--- src/sv/kvt_pkg.sv ---
// shared types and constants of the key/value table
package kvt_pkg;

    localparam int SLOTS   = 16;
    localparam int KEY_W   = 32;
    localparam int VALUE_W = 32;
    localparam int COUNT_W = $clog2(SLOTS + 1);
    localparam int ENTRY_W = 5;

    typedef enum logic [1:0] {
        ACT_PUT     = 2'd0,
        ACT_GET     = 2'd1,
        ACT_DEL     = 2'd2,
        ACT_PUT_NEW = 2'd3
    } action_t;

    // request as held while the cells work on it
    typedef struct packed {
        action_t              action;
        logic [KEY_W-1:0]     key;
        logic [VALUE_W-1:0]   value;
    } req_t;

    // what one cell hands to the next along the row
    typedef struct packed {
        logic                 hit;
        logic [VALUE_W-1:0]   hit_value;
        logic                 free_seen;
    } link_t;

endpackage

--- src/sv/kvt_cell.sv ---
// one slot of the table: key, value and valid bit with local compare
module kvt_cell (
    input  logic            aclk,
    input  logic            aresetn,
    input  kvt_pkg::req_t   req,
    input  logic            exec,
    input  logic            hit_all,
    input  kvt_pkg::link_t  link_in,
    output kvt_pkg::link_t  link_out,
    output logic            match
);

    logic                        valid_reg;
    logic [kvt_pkg::KEY_W-1:0]   key_reg;
    logic [kvt_pkg::VALUE_W-1:0] value_reg;
    logic                        is_insert;
    logic                        take_new;

    assign match = valid_reg && (key_reg == req.key);

    assign link_out.hit       = link_in.hit | match;
    assign link_out.hit_value = link_in.hit_value | (match ? value_reg : '0);
    assign link_out.free_seen = link_in.free_seen | !valid_reg;

    assign is_insert = (req.action == kvt_pkg::ACT_PUT) || (req.action == kvt_pkg::ACT_PUT_NEW);
    // first free slot in the row takes a new key
    assign take_new  = is_insert && !hit_all && !valid_reg && !link_in.free_seen;

    always_ff @(posedge aclk) begin
        if (!aresetn) begin
            valid_reg <= 1'b0;
        end else if (exec) begin
            if (take_new) begin
                valid_reg <= 1'b1;
            end else if (req.action == kvt_pkg::ACT_DEL && match) begin
                valid_reg <= 1'b0;
            end
        end
    end

    always_ff @(posedge aclk) begin
        if (exec) begin
            if (take_new) begin
                key_reg   <= req.key;
                value_reg <= req.value;
            end else if (req.action == kvt_pkg::ACT_PUT && match) begin
                value_reg <= req.value;
            end
        end
    end

endmodule

--- src/sv/key_value_table_core.sv ---
// top level of the key/value table: request register, row of slot cells, result register
//
//  channel   | dir | beat contents
//  s_axis    | in  | one request: action, key, value
//  m_axis    | out | one result: found, old_value, inserted, full_error, entry_count, is_empty
//
// a request is first registered, then the compare and update ripple along the row
// of SLOTS cells (match, first free slot, old value)
// s_axis_tready is low while a request is held, so no new beat is taken until it is done
// a result waiting on m_axis_tready holds the next request, which keeps s_axis_tready low
// reset clears all slot valid bits, the pair count and both valid flags at once
module key_value_table_core (
    input  logic        aclk,
    input  logic        aresetn,
    input  logic        s_axis_tvalid,
    output logic        s_axis_tready,
    input  logic [71:0] s_axis_tdata,   // action[1:0], key[33:2], value[65:34], zero[71:66]
    output logic        m_axis_tvalid,
    input  logic        m_axis_tready,
    output logic [47:0] m_axis_tdata    // found[0], old_value[32:1], inserted[33],
                                        // full_error[34], entry_count[39:35], is_empty[40]
);

    localparam int N = kvt_pkg::SLOTS;
    localparam int CW = kvt_pkg::COUNT_W;

    // request register
    logic             req_valid_reg;
    kvt_pkg::req_t    req_reg;
    logic             s_fire;
    logic             exec;

    // row of cells
    kvt_pkg::link_t   links [0:N];
    logic [N-1:0]     match_vec;
    logic             hit_all;
    logic             free_any;

    // result path
    logic             is_insert;
    logic             inserted;
    logic             full_err;
    logic             deleted;
    logic [CW-1:0]    count_reg;
    logic [CW-1:0]    count_next;
    logic [CW+4:0]    count_ext;
    logic             m_valid_reg;
    logic [47:0]      m_data_reg;
    logic [47:0]      m_data_next;

    assign s_axis_tready = !req_valid_reg;
    assign s_fire        = s_axis_tvalid && s_axis_tready;
    // the row updates once the result register can take the outcome
    assign exec          = req_valid_reg && (!m_valid_reg || m_axis_tready);

    always_ff @(posedge aclk) begin
        if (!aresetn) begin
            req_valid_reg <= 1'b0;
        end else if (s_fire) begin
            req_valid_reg <= 1'b1;
        end else if (exec) begin
            req_valid_reg <= 1'b0;
        end
    end

    always_ff @(posedge aclk) begin
        if (s_fire) begin
            req_reg.action <= kvt_pkg::action_t'(s_axis_tdata[1:0]);
            req_reg.key    <= s_axis_tdata[33:2];
            req_reg.value  <= s_axis_tdata[65:34];
        end
    end

    // row of slots, lowest slot first so the first free one wins
    assign links[0] = '0;

    for (genvar i = 0; i < N; i++) begin : g_cell
        kvt_cell u_cell (
            .aclk     (aclk),
            .aresetn  (aresetn),
            .req      (req_reg),
            .exec     (exec),
            .hit_all  (hit_all),
            .link_in  (links[i]),
            .link_out (links[i+1]),
            .match    (match_vec[i])
        );
    end

    assign hit_all  = links[N].hit;
    assign free_any = links[N].free_seen;

    // outcome of the held request
    assign is_insert = (req_reg.action == kvt_pkg::ACT_PUT)
                    || (req_reg.action == kvt_pkg::ACT_PUT_NEW);
    assign inserted  = is_insert && !hit_all && free_any;
    assign full_err  = is_insert && !hit_all && !free_any;
    assign deleted   = (req_reg.action == kvt_pkg::ACT_DEL) && hit_all;

    assign count_next = count_reg + CW'(inserted) - CW'(deleted);
    assign count_ext  = {5'd0, count_next};

    always_comb begin
        m_data_next        = '0;
        m_data_next[0]     = hit_all;
        m_data_next[32:1]  = links[N].hit_value;   // zero when no slot matched
        m_data_next[33]    = inserted;
        m_data_next[34]    = full_err;
        m_data_next[39:35] = count_ext[4:0];
        m_data_next[40]    = (count_next == '0);
    end

    always_ff @(posedge aclk) begin
        if (!aresetn) begin
            count_reg   <= '0;
            m_valid_reg <= 1'b0;
        end else begin
            if (exec) begin
                count_reg   <= count_next;
                m_valid_reg <= 1'b1;
            end else if (m_axis_tready) begin
                m_valid_reg <= 1'b0;
            end
        end
    end

    always_ff @(posedge aclk) begin
        if (exec) begin
            m_data_reg <= m_data_next;
        end
    end

    assign m_axis_tvalid = m_valid_reg;
    assign m_axis_tdata  = m_data_reg;

    // keys stay unique, so at most one slot matches
    a_unique_match: assert property (@(posedge aclk) disable iff (!aresetn)
        req_valid_reg |-> $onehot0(match_vec))
        else $error("more than one slot matches the key");

    a_count_bound: assert property (@(posedge aclk) disable iff (!aresetn)
        count_reg <= CW'(N))
        else $error("pair count above slot count");

    a_insert_counts: assert property (@(posedge aclk) disable iff (!aresetn)
        (exec && inserted) |=> (count_reg == $past(count_reg) + CW'(1)))
        else $error("insert did not raise the pair count");

    a_empty_flag: assert property (@(posedge aclk) disable iff (!aresetn)
        m_valid_reg |-> (m_data_reg[40] == (count_reg == '0)))
        else $error("empty flag disagrees with pair count");

    a_full_only_when_full: assert property (@(posedge aclk) disable iff (!aresetn)
        (exec && full_err) |-> (count_reg == CW'(N)))
        else $error("insert refused while a slot is free");

endmodule

--- config.mk ---
export PLATFORM = sky130hd
export DESIGN_NAME = key_value_table_core
export DESIGN_NICKNAME = d
export VERILOG_FILES = /design/src/sv/kvt_pkg.sv /design/src/sv/kvt_cell.sv /design/src/sv/key_value_table_core.sv
export SDC_FILE = /design/constraint.sdc
export NUM_CORES = 1
export LEC_CHECK = 0
export BUFFER_PORTS_ARGS = -buffer_cell sky130_fd_sc_hd__buf_2
export CAP_MARGIN = 20
export CELL_PAD_IN_SITES_DETAIL_PLACEMENT = 1
export CELL_PAD_IN_SITES_GLOBAL_PLACEMENT = 1
export CORE_ASPECT_RATIO = 1.1
export CORE_MARGIN = 2
export CORE_UTILIZATION = 45
export CTS_CLUSTER_SIZE = 20
export DETAILED_ROUTE_END_ITERATION = 10
export PLACE_DENSITY = 0.74
export SETUP_SLACK_MARGIN = 0.05
export SLEW_MARGIN = 20
export SYNTH_ARGS = -nofsm -noshare
export SYNTH_HDL_FRONTEND = slang
export SYNTH_SLANG_ARGS = --single-unit
--- constraint.sdc ---
create_clock -name aclk -period 6.7 [get_ports aclk]
set_input_delay 1.34 -clock aclk [delete_from_list [all_inputs] [get_ports aclk]]
set_output_delay 1.34 -clock aclk [all_outputs]
set_load 0.005 [all_outputs]
# Word-level counts from Yosys, hierarchy flattened
# Index checks and enable logic that the tools add are counted.
classes:
  addsub: 2
  eq_ne: 18
  muxes: 84
  n_bitwise: 45
  reduce_logical: 205
op_table:
  columns: ["cell", "n"]
  rows:
  - ["32-bit two-way mux", 48]
  - ["32-bit == test", 16]
  - ["32-bit bitwise OR", 15]
  - ["2-bit AND reduction", 48]
  - ["1-bit logical AND", 85]
  - ["2-bit nonzero test", 34]
  - ["1-bit two-way mux", 36]
  - ["1-bit logical NOT", 34]
  - ["1-bit bitwise OR", 30]
  - ["5-bit by 1-bit adder with 5-bit output", 1]
  - ["5-bit logical NOT", 1]
  - ["5-bit by 1-bit subtractor with 5-bit output", 1]
  - ["2-bit == test (second input constant)", 2]
  - ["2-bit logical NOT", 1]
  - ["1-bit logical OR", 2]
totals:
  ff_bits: 1154
  inputBits: 76
  out_inout_bits: 50
  wordCells: 409

# Longest topological paths before layout
# Gate-level depths: netlist of the first run.
depth:
  depth_word: 23
  mapped_depth: 22

# Hierarchy
# Synthesis of the first run repeated with hierarchy kept, for this count alone.
hier_totals:
  cells_unflattened: 2689
  hier_area_um2: 46593.4
modules_own_cells:
  columns: ["module", "n_inst", "cells_per_inst", "area_each_um2", "seq_area_each_um2"]
  rows:
  - ["kvt_cell", 16, 157, 2675.1, 1941.9]
  - ["key_value_table_core", 1, 177, 3792.4, 3353.2]

# Worst setup path before layout of the first run
# No wires, ideal clock.
synth_path:
  path_kind: "input-to-reg"
  startpoint: "input port m_axis_tready"
  endpoint: "register g_cell[11].u_cell.value_reg[0] (netlist name) (enable)"
  setup_ns: 0.470
  t_arrival_ns: 4.656
  slack_ns: 1.575
  path_stages: 6
  cell_sequence: "nand2b_1 nand2_1 inv_1 clkbuf_1 nand3_2 o31ai_1"
synth_between:
  elab_chain_len: 3
synth_rtl:
  columns: ["item", "line", "source"]
  rows:
  - ["from (decl)", "key_value_table_core.sv:19", "input logic m_axis_tready,"]
  - ["1-bit logical OR", "key_value_table_core.sv:54", "assign exec = req_valid_reg && (!m_valid_reg || m_axis_tready);"]
  - ["1-bit logical AND", "key_value_table_core.sv:54", null]
  - ["2-bit AND reduction (no line)", null, null]
  - ["to (signal assigned)", "kvt_cell.sv:45", "value_reg <= req.value;"]
  - ["to (signal assigned)", "kvt_cell.sv:47", "value_reg <= req.value;"]
  - ["to (decl)", "kvt_cell.sv:15", "logic [kvt_pkg::VALUE_W-1:0] value_reg;"]
# No other way between the ends.
# A chain may end at the register's enable or synchronous reset.

# Worst setup path in the final report of the first run
layout_path:
  startpoint: "register req_reg[48] (netlist name)"
  endpoint: "register m_data_reg[40] (netlist: m_axis_tdata[40]), data pin"
layout_between:
  elab_chain_len: 23
  word_cells_on_any_way: 54
layout_rtl:
  columns: ["item", "line", "source"]
  rows:
  - ["from (decl)", "key_value_table_core.sv:29", "kvt_pkg::req_t req_reg;"]
  - ["32-bit == test", "kvt_cell.sv:19", "assign match = valid_reg && (key_reg == req.key);"]
  - ["1-bit logical AND", "kvt_cell.sv:19", null]
  - ["1-bit bitwise OR (14 in series)", "kvt_cell.sv:21", "assign link_out.hit = link_in.hit | match;"]
  - ["1-bit bitwise OR (*)", "kvt_cell.sv:21", null]
  - ["1-bit logical NOT (*)", "key_value_table_core.sv:96", "assign inserted = is_insert && !hit_all && free_any;"]
  - ["1-bit logical AND (*) (2 in series)", "key_value_table_core.sv:96", null]
  - ["net inserted", "key_value_table_core.sv:41", "logic inserted;"]
  - ["5-bit by 1-bit adder with 5-bit output (*)", "key_value_table_core.sv:100", "assign count_next = count_reg + CW'(inserted) - CW'(deleted);"]
  - ["5-bit by 1-bit subtractor with 5-bit output (*)", "key_value_table_core.sv:100", null]
  - ["net count_next[4]", "key_value_table_core.sv:45", "logic [CW-1:0] count_next;"]
  - ["5-bit logical NOT (*)", "key_value_table_core.sv:110", "m_data_next[40] = (count_next == '0);"]
  - ["net m_data_next[40]", "key_value_table_core.sv:49", "logic [47:0] m_data_next;"]
  - ["to (signal assigned)", "key_value_table_core.sv:129", "m_data_reg <= m_data_next;"]
  - ["to (decl)", "key_value_table_core.sv:48", "logic [47:0] m_data_reg;"]
# The timed path passes the listed nets; every way through them passes the cells marked *.

==> results of run 1 <==
==> final cells by class <==
type                            count  area (µm²)  share of cell area (%)
Timing Repair Buffer              217        1420                    2.81
Clock inverter                     87         882                    1.74
Inverter                           24        90.1                   0.178
Clock buffer                      126        2860                    5.63
Antenna cell                        1        2.50                 0.00494
Multi-Input combinational cell   1161        9410                    18.6
Sequential cell                  1154       34400                    67.9
Tap cell                         1281        1600                    3.16
==> where the power goes <==
group,switching (mW),internal [mW]
sequential,0.102,8.02
clock,2.75,3.65
combinational,0.360,0.162
==> cell families after synthesis <==
logic type | count (synthesis) | share of synthesized area, %
compound gates | 302 | 5.76
fa+ha+maj | 8 | 0.242
other cells | 1 | 0.00845
simple gates | 328 | 4.26
xor+xnor | 516 | 10.2
buf+inv | 155 | 2.00
flops | 1154 | 77.5
==> path summary, 6_finish.rpt <==
path | start | to | slack (ns)
worst max-delay path | req_reg[48] | m_axis_tdata[40] | 1.57
worst min-delay path | count_reg[0] | count_reg[0] | 0.46
worst max register to register | req_reg[48] | m_axis_tdata[40] | 1.57
worst min register to register | count_reg[0] | count_reg[0] | 0.46
==> metrics by stage <==
step / std cells / area [µm²] / power (mW) / setup WS (ns)
detailed placement: 3837 / 47000 / 8.80 / 1.51
CTS: 4050 / 50700 / 15.1 / 1.49
global route: 4050 / 50700 / 15.4 / 1.27
finish: 4051 / 50700 / 15.0 / 1.57
floorplan: 2470 / 44400 / 8.54 / 1.57
global placement: 3837 / 47000 / 8.76 / 1.57
==> layer usage <==
metal | GRT usage [%] | up-vias
met4 | 8.94 | 6
met3 | 3.43 | 278
met1 | 30.5 | 12700
met2 | 40.9 | 1035
li1 | - | 10100
met5 | 0 | -
==> placed cells by master (no fill, tap or decap), types with 20 or more instances in the layout <==
cell type,netlist,layout
a22o_1,128,128
nand2_1,44,41
nand3_1,40,40
dfxtp_1,23,23
buf_2,35,112
nand4_1,51,51
a221oi_1,132,132
inv_1,23,21
clkinv_1,1,35
clkinv_2,0,24
xnor2_1,20,20
xor2_1,496,496
edfxtp_1,1131,1131
nor4_1,115,115
clkbuf_16,0,112
buf_4,32,99
==> cells in the mapped netlist (11+ instances only) <==
master	number	area, µm²
and3_1	11	68.8
a21oi_1	11	55.1
buf_4	32	240
buf_6	19	214
buf_2	35	175
nand4_1	51	319
nor4_1	115	719
nand2_1	44	165
edfxtp_1	1131	34000
dfxtp_1	23	460
a22o_1	128	1120
nor3_1	28	140
clkbuf_1	44	165
xor2_1	496	4340
a221oi_1	132	1160
nor2_1	14	52.6
nand3_1	40	200
xnor2_1	20	175
nor3_2	12	120
inv_1	23	86.3
==> worst max-delay path, delay by kind of cell, from the launching register on <==
| kind | cells | cell delay, ns |
|---|---|---|
| fa+ha+maj | 2 | 0.68 |
| xor+xnor | 2 | 0.47 |
| buf+inv | 3 | 0.52 |
| flops | 1 | 0.98 |
| compound gates | 3 | 0.59 |
| simple gates | 8 | 1.60 |
==> out/qor.yml, run 1 <==
io_pins: 126
gp_congestion: 0.774
start_util_pct: 45.5
grt_max_degree: 58
fin_crit_sh_pct: 76.6
fill_cells: 8887
layout.nets: 2754
die_w_um: 303
root_buffer: "clkbuf_16"
hold_class: "flop to flop"
wl_met2_um: 61400
yosysWarnings: 0
clock_latency_ns: 0.73
critPathLaunchType: "flop"
slew_violations: 0
status: "finished clean"
fin_crit_ns: 5.13
wire_per_inst_um: 29.5
drt_drc_violations_left: 0
irDropWorstVdd_mv: 0.327
crit_arrival_ns: 5.57
wl_um: 120000
critical-path-max-stage-delay_ns: 0.98
fmax_mhz: 195
synth.ff_latch_count: 1154
cts_tree: "yes"
synth_edf_count: 1131
grt.overflow.total: 0
relSlewSlack_pct: 23.7
fin_setup_tns_ns: 0
die_area_um2: 101000
syn_area_um2: 44400
grt_pass1_wl_um: 175000
grt_pass1_vias: 25900
wl_met3_um: 7910
portBuffers: 112
crit_required_ns: 7.14
die_h_um: 333
detail_route.first_pass.iterations: 5
top_layer: "met5"
cp_max_fo: 18
first_iter_violations: 2363
cts.sinks: 1154
holdWs_ns: 0.461
via_count: 24100
syn_inst: 2464
core_area_um2: 97600
ys_seq_area_share_pct: 77.5
crit_path_end_kind: "flop"
postRouteAntennaNets: 0
setup_viol: 0
synth_cell_types: 43
cts_setup_buffers: 0
critPathKind: "flop to flop"
m1WireLength_um: 46100
power_density_nw_per_um2: 297
hold_depth: 2
grtUsageTotal_pct: 23.8
syn2layout_area_growth_pct: 14.2
hpwl_um: 65500
vias_per_cell: 5.95
r2r_cells: 18
avgSynthCellArea_um2: 18.0
drive_gt1_share_pct: 15.6
antenna_found_initial: 4
slowest_stage: "edfxtp_1"
clockBufferDepth: 3
rows: 120
skew_ns: 0.0558
finalHoldViolations: 0
synthArstFlopShare_pct: 0
utilization_pct: 51.9
synth-main-ff-cell: "edfxtp_1"
clk_pin_slew_ns: 0.06
htree_num_levels: 3
leakage_nw: 16.9
rsz0062_at_grt: "no"
ctsResizeCount: 0
worst_slew_pin_slew_ns: 1.14
cp_cell_sequence: "buf_4 -> xor2_1 -> nor4_1 -> nand4_1 -> nor3_2 -> or4_4 -> nor2_4 -> nand2_1 -> a21oi_1 -> ha_1 -> inv_1 -> fa_1 -> inv_1 -> a21o_1 -> a21oi_1 -> xnor2_1 -> nor2_1 -> nor4b_1"
cts_hold_buf: 0
cap_violations: 0
cts_inserted_buffers: 112
Power figures use the tool's default switching activity.
==> run 2: changes to the inputs <==
==> constraint.sdc (replaced) <==
create_clock -name aclk -period 4.8 [get_ports aclk]
set_input_delay 0.96 -clock aclk [delete_from_list [all_inputs] [get_ports aclk]]
set_output_delay 0.96 -clock aclk [all_outputs]
set_load 0.005 [all_outputs]
==> out/qor.yml, run 2 (synthesized netlist as in run 1, its figures left out) <==
grt_pass1_vias: 26200
grtUsageTotal_pct: 24.5
drive_gt1_share_pct: 17.8
dpl_worst_slack_ns: 0.0930
start_util_pct: 45.5
fmax_mhz: 221
global_route.usage.met1_pct: 31.2
io_pins: 126
status: "finished clean"
syn2layout_area_growth_pct: 16.4
placed_area_um2: 48000
vias_per_cell: 5.92
regArea_um2: 34400
first_iter_violations: 2214
setup_viol: 0
die_w_um: 303
antenna_cells: 0
detail_route.first_pass.iterations: 5
final_area_um2: 51700
mostFrequentLayoutCell: "edfxtp_1"
finalHoldViolations: 0
rsz0062_at_grt: "no"
cts_tree: "yes"
crit_required_ns: 5.20
mostFrequentLayoutCells: "edfxtp_1 (1,131), xor2_1 (496), a221oi_1 (132), a22o_1 (128), buf_2 (112)"
core_area_um2: 97600
grt_pass1_wl_um: 180000
die_area_um2: 101000
crit_arrival_ns: 4.93
wire_per_inst_um: 29.9
clockBufferDepth: 3
skew_ns: 0.0718
setup_ws_ns: 0.265
antenna_found_initial: 2
grt_util_met2_pct: 42.4
clk_pin_slew_ns: 0.07
cts_hold_buf: 0
postRouteAntennaNets: 0
worst_slew_pin_slew_ns: 0.733
wl_um: 123000
rows: 120
leakage_nw: 17.3
htree_num_levels: 3
drt_drc_violations_left: 0
met3_usage_pct: 3.35
portBuffers: 112
irDropWorstVdd_mv: 0.404
cts_inserted_buffers: 111
hpwl_um: 69300
gp_congestion: 0.784
power_mw: 20.8
hold_class: "input pin to flop"
critPathLaunchType: "flop"
holdWs_ns: 0.411
cap_violations: 0
cts.sinks: 1154
grt.busiest_layer: "met2"
fin_setup_tns_ns: 0
clock_latency_ns: 0.73
cp_max_fo: 26
fill_cells: 8820
critPathKind: "flop to flop"
layout.nets: 2814
fin_crit_sh_pct: 94.5
via_count: 24300
relSlewSlack_pct: 51.1
die_h_um: 333
slew_violations: 0
crit_path_end_kind: "flop"
multi_input_area_um2: 9560
root_buffer: "clkbuf_16"
grt_max_degree: 67
power_density_nw_per_um2: 402
grt.overflow.total: 0
fin_crit_ns: 4.53
run 2: critical path, stage by stage (launching register included):
cell and delay, ns:
edfxtp_1 0.42, buf_12 0.19, buf_4 0.21, xor2_1 0.18, nor4_1 0.54, nand3_1 0.20
nor3_2 0.20, buf_4 0.16, or4_4 0.15, nand2b_1 0.19, and2_1 0.16, ha_1 0.22
inv_1 0.05, ha_1 0.16, inv_1 0.06, fa_1 0.42, inv_1 0.08, a21o_1 0.12
a21oi_1 0.07, xnor2_1 0.20, nor2_1 0.07, nor4b_1 0.14
run 2: where the power goes:
| group | total (mW) | leakage, nW | internal (mW) | switching (mW) |
|---|---|---|---|---|
| Clock | 8.59 | 1.71 | 4.78 | 3.81 |
| Combinational | 0.881 | 5.16 | 0.308 | 0.573 |
| Sequential | 11.3 | 10.4 | 11.2 | 0.106 |
run 2: final timing paths:
check                   startpoint                to  slack (ns)  cells after the start
hold reg to reg       count_reg[0]      count_reg[0]        0.47                      2
hold / removal    s_axis_tdata[34]        req_reg[0]        0.41                      1
setup / recovery       req_reg[61]  m_axis_tdata[40]        0.27                     21
setup reg to reg       req_reg[61]  m_axis_tdata[40]        0.27                     21
run 2: routing by layer:
layer,wire length (µm),up-vias
li1,-,10200
met2,63000,987
met1,47500,12800
met3,7640,270
met5,10,-
met4,4520,2
run 2: repair_timing:
item	4_1_cts	5_1_grt
pin swaps	0	10
gates resized for setup	1	18
buffers inserted	0	3
setup endpoints to repair	1	3
run 2: area by class of cell:
class	instances	share of cell area (%)
flip-flops and latches	1154	66.6
multi-input cells	1161	18.5
clock buffers	135	5.59
repair buffers	278	4.78
well taps	1281	3.10
clock inverters	64	1.25
inverters	24	0.174
run 2: per-stage QoR:
| step | utilization (%) | cells |
|---|---|---|
| 2_1_floorplan | - | 2470 |
| 3_3_place_gp | 49.2 | 3895 |
| 3_5_place_dp | 49.2 | 3895 |
| 4_1_cts | 52.8 | 4094 |
| 5_1_grt | 53.0 | 4097 |
| 6_report | 53.0 | 4097 |
